### src/sv/btr_pkg.sv
// Package for the branch target resolver: form codes, condition codes,
// pipeline stage payload types and the condition evaluation function.
// No dependencies.
`default_nettype none

package btr_pkg;

    // Decoded instruction form, as reported on the result channel
    typedef enum logic [1:0] {
        FORM_B     = 2'd0,
        FORM_BR    = 2'd1,
        FORM_BCOND = 2'd2
    } form_t;

    // Encoding patterns
    localparam logic [21:0] BR_TOP_PATTERN = 22'h3587C0;
    localparam logic [7:0]  BCOND_TOP      = 8'h54;
    localparam logic [63:0] INSN_BYTES     = 64'd4;

    // Supported condition codes
    localparam logic [3:0] COND_EQ = 4'h0;
    localparam logic [3:0] COND_NE = 4'h1;
    localparam logic [3:0] COND_GE = 4'hA;
    localparam logic [3:0] COND_LT = 4'hB;
    localparam logic [3:0] COND_GT = 4'hC;
    localparam logic [3:0] COND_LE = 4'hD;
    localparam logic [3:0] COND_AL = 4'hE;

    // Decode stage result
    typedef struct packed {
        logic [63:0] pc;
        logic [63:0] addend;
        logic [63:0] reg_value;
        logic        taken;
        form_t       form;
    } dec_t;

    // Low-half add stage result
    typedef struct packed {
        logic [31:0] sum_lo;
        logic        carry;
        logic [31:0] pc_hi;
        logic [31:0] addend_hi;
        logic [63:0] reg_value;
        logic        taken;
        form_t       form;
    } add_lo_t;

    // Condition check on N, Z, V; unsupported codes are never taken
    function automatic logic cond_holds(input logic [3:0] cond, input logic n,
                                        input logic z, input logic v);
        logic res;
        case (cond)
            COND_EQ: res = z;
            COND_NE: res = !z;
            COND_GE: res = (n == v);
            COND_LT: res = (n != v);
            COND_GT: res = !z && (n == v);
            COND_LE: res = z || (n != v);
            COND_AL: res = 1'b1;
            default: res = 1'b0;
        endcase
        return res;
    endfunction

endpackage

`default_nettype wire

### src/sv/btr_decode.sv
// Decode stage: recognizes BR / B.cond / B, evaluates the condition and
// selects the addend for the target add. Depends on btr_pkg.
`default_nettype none

module btr_decode (
    input  wire logic          aclk,
    input  wire logic          aresetn,
    input  wire logic          in_valid,
    output logic               in_ready,
    input  wire logic [31:0]   instruction,
    input  wire logic [63:0]   pc,
    input  wire logic [63:0]   reg_value,
    input  wire logic          flag_n,
    input  wire logic          flag_z,
    input  wire logic          flag_v,
    output logic               out_valid,
    input  wire logic          out_ready,
    output btr_pkg::dec_t      out_data
);

    logic          valid_reg;
    logic          valid_next;
    btr_pkg::dec_t data_reg;
    btr_pkg::dec_t data_next;
    logic          is_br;
    logic          is_bcond;
    logic          cond_ok;
    logic [63:0]   off19;
    logic [63:0]   off26;

    // Stage accepts when empty or when its content moves on
    assign in_ready = !valid_reg || out_ready;

    // Field decode
    always_comb begin
        is_br    = (instruction[4:0] == 5'd0) &&
                   (instruction[31:10] == btr_pkg::BR_TOP_PATTERN);
        is_bcond = !instruction[4] && (instruction[31:24] == btr_pkg::BCOND_TOP);
        cond_ok  = btr_pkg::cond_holds(instruction[3:0], flag_n, flag_z, flag_v);
        off19    = {{43{instruction[23]}}, instruction[23:5], 2'b00};
        off26    = {{36{instruction[25]}}, instruction[25:0], 2'b00};
    end

    // Stage payload
    always_comb begin
        data_next.pc        = pc;
        data_next.reg_value = reg_value;
        if (is_br) begin
            data_next.addend = btr_pkg::INSN_BYTES;
            data_next.taken  = 1'b1;
            data_next.form   = btr_pkg::FORM_BR;
        end else if (is_bcond) begin
            data_next.addend = cond_ok ? off19 : btr_pkg::INSN_BYTES;
            data_next.taken  = cond_ok;
            data_next.form   = btr_pkg::FORM_BCOND;
        end else begin
            data_next.addend = off26;
            data_next.taken  = 1'b1;
            data_next.form   = btr_pkg::FORM_B;
        end
    end

    assign valid_next = in_ready ? in_valid : valid_reg;

    always_ff @(posedge aclk) begin
        if (!aresetn) begin
            valid_reg <= 1'b0;
        end else begin
            valid_reg <= valid_next;
        end
    end

    always_ff @(posedge aclk) begin
        if (in_ready && in_valid) begin
            data_reg <= data_next;
        end
    end

    assign out_valid = valid_reg;
    assign out_data  = data_reg;

endmodule

`default_nettype wire

### src/sv/btr_adder.sv
// Split 64-bit target adder: low half with carry in one stage, high half
// and final selection in the next (output register). Depends on btr_pkg.
`default_nettype none

module btr_adder (
    input  wire logic            aclk,
    input  wire logic            aresetn,
    input  wire logic            in_valid,
    output logic                 in_ready,
    input  wire btr_pkg::dec_t   in_data,
    output logic                 out_valid,
    input  wire logic            out_ready,
    output logic [63:0]          next_pc,
    output logic                 taken,
    output logic [1:0]           form
);

    logic             lo_valid_reg;
    logic             lo_valid_next;
    logic             lo_ready;
    btr_pkg::add_lo_t lo_reg;
    btr_pkg::add_lo_t lo_next;
    logic             hi_valid_reg;
    logic             hi_valid_next;
    logic [32:0]      lo_sum;
    logic [31:0]      hi_sum;
    logic [63:0]      pc_next;
    logic [63:0]      pc_reg;
    logic             taken_reg;
    btr_pkg::form_t   form_reg;

    // Per-stage ready: a stage takes a transfer when empty or draining
    assign in_ready = !lo_valid_reg || lo_ready;
    assign lo_ready = !hi_valid_reg || out_ready;

    // Low half add, carry kept for the next stage
    always_comb begin
        lo_sum            = {1'b0, in_data.pc[31:0]} + {1'b0, in_data.addend[31:0]};
        lo_next.sum_lo    = lo_sum[31:0];
        lo_next.carry     = lo_sum[32];
        lo_next.pc_hi     = in_data.pc[63:32];
        lo_next.addend_hi = in_data.addend[63:32];
        lo_next.reg_value = in_data.reg_value;
        lo_next.taken     = in_data.taken;
        lo_next.form      = in_data.form;
    end

    assign lo_valid_next = in_ready ? in_valid : lo_valid_reg;

    always_ff @(posedge aclk) begin
        if (!aresetn) begin
            lo_valid_reg <= 1'b0;
        end else begin
            lo_valid_reg <= lo_valid_next;
        end
    end

    always_ff @(posedge aclk) begin
        if (in_ready && in_valid) begin
            lo_reg <= lo_next;
        end
    end

    // High half add and target select; BR goes to the register exactly
    always_comb begin
        hi_sum = lo_reg.pc_hi + lo_reg.addend_hi + {31'd0, lo_reg.carry};
        if (lo_reg.form == btr_pkg::FORM_BR) begin
            pc_next = lo_reg.reg_value;
        end else begin
            pc_next = {hi_sum, lo_reg.sum_lo};
        end
    end

    assign hi_valid_next = lo_ready ? lo_valid_reg : hi_valid_reg;

    always_ff @(posedge aclk) begin
        if (!aresetn) begin
            hi_valid_reg <= 1'b0;
        end else begin
            hi_valid_reg <= hi_valid_next;
        end
    end

    always_ff @(posedge aclk) begin
        if (lo_ready && lo_valid_reg) begin
            pc_reg    <= pc_next;
            taken_reg <= lo_reg.taken;
            form_reg  <= lo_reg.form;
        end
    end

    assign out_valid = hi_valid_reg;
    assign next_pc   = pc_reg;
    assign taken     = taken_reg;
    assign form      = form_reg;

endmodule

`default_nettype wire

### src/sv/branch_target_resolver_unit.sv
// Top level of the branch target resolver: decode stage followed by the
// split target adder. Depends on btr_pkg, btr_decode, btr_adder.
//
//   channel   direction  handshake          payload
//   s_        in         s_valid / s_ready  instruction, pc, reg_value, flags
//   m_        out        m_valid / m_ready  next_pc, taken, form
//
// Three register stages: decode, low 32-bit add, high 32-bit add with target
// select into the output register. An accepted item passes the decode, low-add
// and high-add registers in that order before m_valid rises for it.
// One item per cycle is sustained while m_ready stays high.
// Each stage has its own valid bit and stalls only when full and blocked,
// so bubbles close up and new items enter while a result waits.
// aresetn (synchronous, active low) clears the valid bits only.
`default_nettype none

module branch_target_resolver_unit (
    input  wire logic        aclk,
    input  wire logic        aresetn,
    input  wire logic        s_valid,
    output logic             s_ready,
    input  wire logic [31:0] s_instruction,
    input  wire logic [63:0] s_pc,
    input  wire logic [63:0] s_reg_value,
    input  wire logic        s_flag_n,
    input  wire logic        s_flag_z,
    input  wire logic        s_flag_v,
    output logic             m_valid,
    input  wire logic        m_ready,
    output logic [63:0]      m_next_pc,
    output logic             m_taken,
    output logic [1:0]       m_form
);

    logic          dec_valid;
    logic          dec_ready;
    btr_pkg::dec_t dec_data;

    // Stage 1: decode and condition
    btr_decode u_decode (
        .aclk        (aclk),
        .aresetn     (aresetn),
        .in_valid    (s_valid),
        .in_ready    (s_ready),
        .instruction (s_instruction),
        .pc          (s_pc),
        .reg_value   (s_reg_value),
        .flag_n      (s_flag_n),
        .flag_z      (s_flag_z),
        .flag_v      (s_flag_v),
        .out_valid   (dec_valid),
        .out_ready   (dec_ready),
        .out_data    (dec_data)
    );

    // Stages 2 and 3: target add and output register
    btr_adder u_adder (
        .aclk      (aclk),
        .aresetn   (aresetn),
        .in_valid  (dec_valid),
        .in_ready  (dec_ready),
        .in_data   (dec_data),
        .out_valid (m_valid),
        .out_ready (m_ready),
        .next_pc   (m_next_pc),
        .taken     (m_taken),
        .form      (m_form)
    );

endmodule

`default_nettype wire

### config.mk
export PLATFORM = sky130hd
export DESIGN_NAME = branch_target_resolver_unit
export DESIGN_NICKNAME = d
export VERILOG_FILES = /design/src/sv/btr_pkg.sv /design/src/sv/btr_decode.sv /design/src/sv/btr_adder.sv /design/src/sv/branch_target_resolver_unit.sv
export SDC_FILE = /design/constraint.sdc
export NUM_CORES = 1
export LEC_CHECK = 0
export ABC_AREA = 1
export BUFFER_PORTS_ARGS = -buffer_cell sky130_fd_sc_hd__buf_2
export CAP_MARGIN = 10
export CORE_UTILIZATION = 42
export DETAILED_ROUTE_END_ITERATION = 16
export PLACE_DENSITY = 0.68
export RECOVER_POWER = 100
export SETUP_SLACK_MARGIN = 0.4
export SLEW_MARGIN = 40
export SYNTH_ARGS = -nofsm -noshare
export SYNTH_HDL_FRONTEND = slang
export SYNTH_SLANG_ARGS = --single-unit
### constraint.sdc
create_clock -name aclk -period 16.8 [get_ports aclk]
set_clock_uncertainty 0.15 [all_clocks]
set_input_delay 5.04 -clock aclk [delete_from_list [all_inputs] [get_ports aclk]]
set_output_delay 5.04 -clock aclk [all_outputs]
set_load 0.02 [all_outputs]
==> impl_metrics.json <==
{
  "fillCellCount": 3481,
  "hp-start": "u_decode.out_data[168]",
  "largest_reg_flops": 157,
  "critical_path_buf_inv_count": 5,
  "cts_root_buf": "clkbuf_16",
  "rsz0062_at_grt": "no",
  "ys_seq_area_frac": 0.6578,
  "grt_pass1_vias": 11386,
  "grt_usage": 0.1962,
  "power_density_mw_per_mm2": 108.2,
  "mostFrequentLayoutCell": "nand2_1",
  "cts.htree.levels": 2,
  "avgRoutedWirePerCell_um": 16.64,
  "num_vias": 11384,
  "drt_iter0_drc": 533,
  "overflow": 0,
  "die_h_um": 199.5,
  "die_area_mm2": 0.03982,
  "holdPathStages": 0,
  "cts.clk_slew.worst_paths_ps": 60,
  "path_max_fanout": 93,
  "worstPathRequired_ps": 16580,
  "cts_tree": "built",
  "rows": 71,
  "status": "finished with violations",
  "dpl.hpwl_mm": 28.41,
  "die_w_um": 199.5,
  "ys_ff_latch": 360,
  "ctsResizeCount": 0,
  "worst_r2r_path_depth": 7,
  "antenna_found_initial": 4,
  "hold_class": "reg -> reg",
  "worstReg2RegStart": "u_adder.out_valid",
  "cts_max_path_buffers": 3,
  "synth_top_cell_by_area": "edfxtp_1",
  "cts_made_buffers": 38,
  "rr_endpoint": "u_decode.out_data[129]",
  "min_period_ps": 11360,
  "critical-path-top-delay-family": "buffers and inverters",
  "cp_common_cell": "nand2_1",
  "hold_violations": 0,
  "async_flop_share": 0,
  "worst_pin_slew_ps": 4360,
  "ys_types": 38,
  "start_util": 0.4311,
  "fin_util": 0.5049,
  "core_mm2": 0.03802,
  "fmax_mhz": 88.00,
  "ys_top_cells_by_area": "edfxtp_1, nand2_1, ha_1, inv_1, nand3_1",
  "seqCellArea_mm2": 0.01078,
  "via_per_inst": 4.896,
  "power.leakage_uw": 0.008076,
  "stdcell_count": 2325,
  "grt_max_degree": 94,
  "ys_warn_count": 0,
  "cts.sinks": 360,
  "crit_arrival_ps": 11150,
  "post-cts-setup-buffer-count": 0,
  "multiInputGateArea_mm2": 0.004850,
  "fin_crit_sh": 0.6764,
  "final.setup.tns_ps": 0,
  "drt_pass1_iterations": 5,
  "holdPathEnd": "u_adder.lo_reg[104]",
  "post-place-cells": 2260,
  "cp_cell_sequence": "buf_2 > inv_1 > nand2_1 > nor2_1 > nand2_1 > nand2_1 > clkinvlp_2 > clkbuf_1 > clkbuf_1",
  "synth_edf_count": 357,
  "irDropWorstVdd_mv": 0.06496,
  "synth_fp_nets": 1754,
  "startpoint_type": "input port",
  "cp_slowest_cell": "clkinvlp_2",
  "cp_slowest_stage_delay_ps": 3230,
  "synth_top_area_frac": 0.6541,
  "syn_avg_cell_area_um2": 10.75,
  "timing.slew.headroom": -1.923,
  "cp-end-kind": "flip-flop",
  "synth_ff_type": "edfxtp_1",
  "ant_nets": 0,
  "portBuffers": 235,
  "grt_pass1_wl_mm": 59.14,
  "hold_slack_ps": 259.9,
  "place.gp.congestion": 0.9365,
  "setup_violations": 0,
  "clk_latency_ps": 550,
  "synthToLayoutAreaGrowth_pct": 17.13,
  "syn_inst": 1524,
  "num_io_pins": 236,
  "ff2ff_setup_slack_ps": 9730,
  "wirelength_mm": 38.69,
  "drv_cap": 8,
  "drive_gt1_frac": 0.1180,
  "critical_path_class": "in -> reg",
  "cts_hold_buf": 0,
  "nets": 2020,
  "most-common-layout-cells": "nand2_1, edfxtp_1, inv_1, buf_2",
  "drv_slew": 493,
  "violations": "capacitance limit, slew limit",
  "drcViolationCount": 0,
  "synth.cell_area_mm2": 0.01639
}
## report_power, final
group          total [uW]  internal, uW  switching (uW)
Clock                 791           465             326
Combinational         221          72.4             148
Sequential           1060          1050            13.8
Total                2080          1590             489
## cells in the mapped netlist (3+ instances only)
library cell / n
buf_2: 4
clkbuf_1: 10
nand2_1: 508
o21ai_0: 37
xnor2_1: 18
nand3_1: 94
o21bai_1: 4
o211ai_1: 3
a21oi_1: 75
dfxtp_1: 3
o21ai_1: 4
inv_1: 171
nand3b_1: 3
nor2_1: 91
fa_1: 3
ha_1: 60
xor2_1: 15
a21o_1: 3
nand4_1: 19
nor3_1: 18
edfxtp_1: 357
## stage by stage
stage          area (um2)  power, uW  worst slack (ps)
2_1_floorplan       16390       1222              6182
3_3_place_gp        18190       1301              5908
3_5_place_dp        18210       1304              5905
4_1_cts             19370       2101              5910
5_1_grt             19190       2158              4571
6_report            19200       2077              5437
## cell type report
cell class | count | area share
flip-flops and latches | 360 | 0.5616
clock buffers | 51 | 0.05423
repair buffers | 243 | 0.05775
multi-input cells | 973 | 0.2526
diodes | 1 | 0.0001304
well taps | 511 | 0.03331
inverters | 174 | 0.03415
clock inverters | 12 | 0.006257
## how the worst max path moves through the flow
| stage | startpoint | end | slack [ps] | cells past startpoint |
|---|---|---|---|---|
| floorplan | m_ready | s_ready | 6180 | 4 |
| global placement | m_ready | s_ready | 5910 | 6 |
| detailed placement | m_ready | s_ready | 5910 | 6 |
| CTS | m_ready | s_ready | 5910 | 6 |
| global route | m_ready | u_decode.out_data[86] | 4570 | 9 |
| finish | m_ready | u_decode.out_data[129] | 5440 | 9 |
## routing by layer
metal  share of wire  vias to the layer above  track usage
met4           0.032                        8      0.07888
li1                -                     5707            -
met5          0.0013                        -            0
met1            0.42                     5300       0.2328
met2            0.50                      294       0.3485
met3           0.048                       75      0.03696
## logic make-up (layout without fill, tap and decap cells)
logic type,after synthesis,count (layout),synth area share
adders and majority gates,63,63,0.04947
xor gates and xnor gates,33,33,0.01764
other,0,1,0
DFF,360,360,0.6578
and+or+nand+nor,743,743,0.1863
AOI/OAI and AO/OA,134,134,0.04367
buffers and inverters,191,480,0.04519
(Power assumes the default switching activity.)
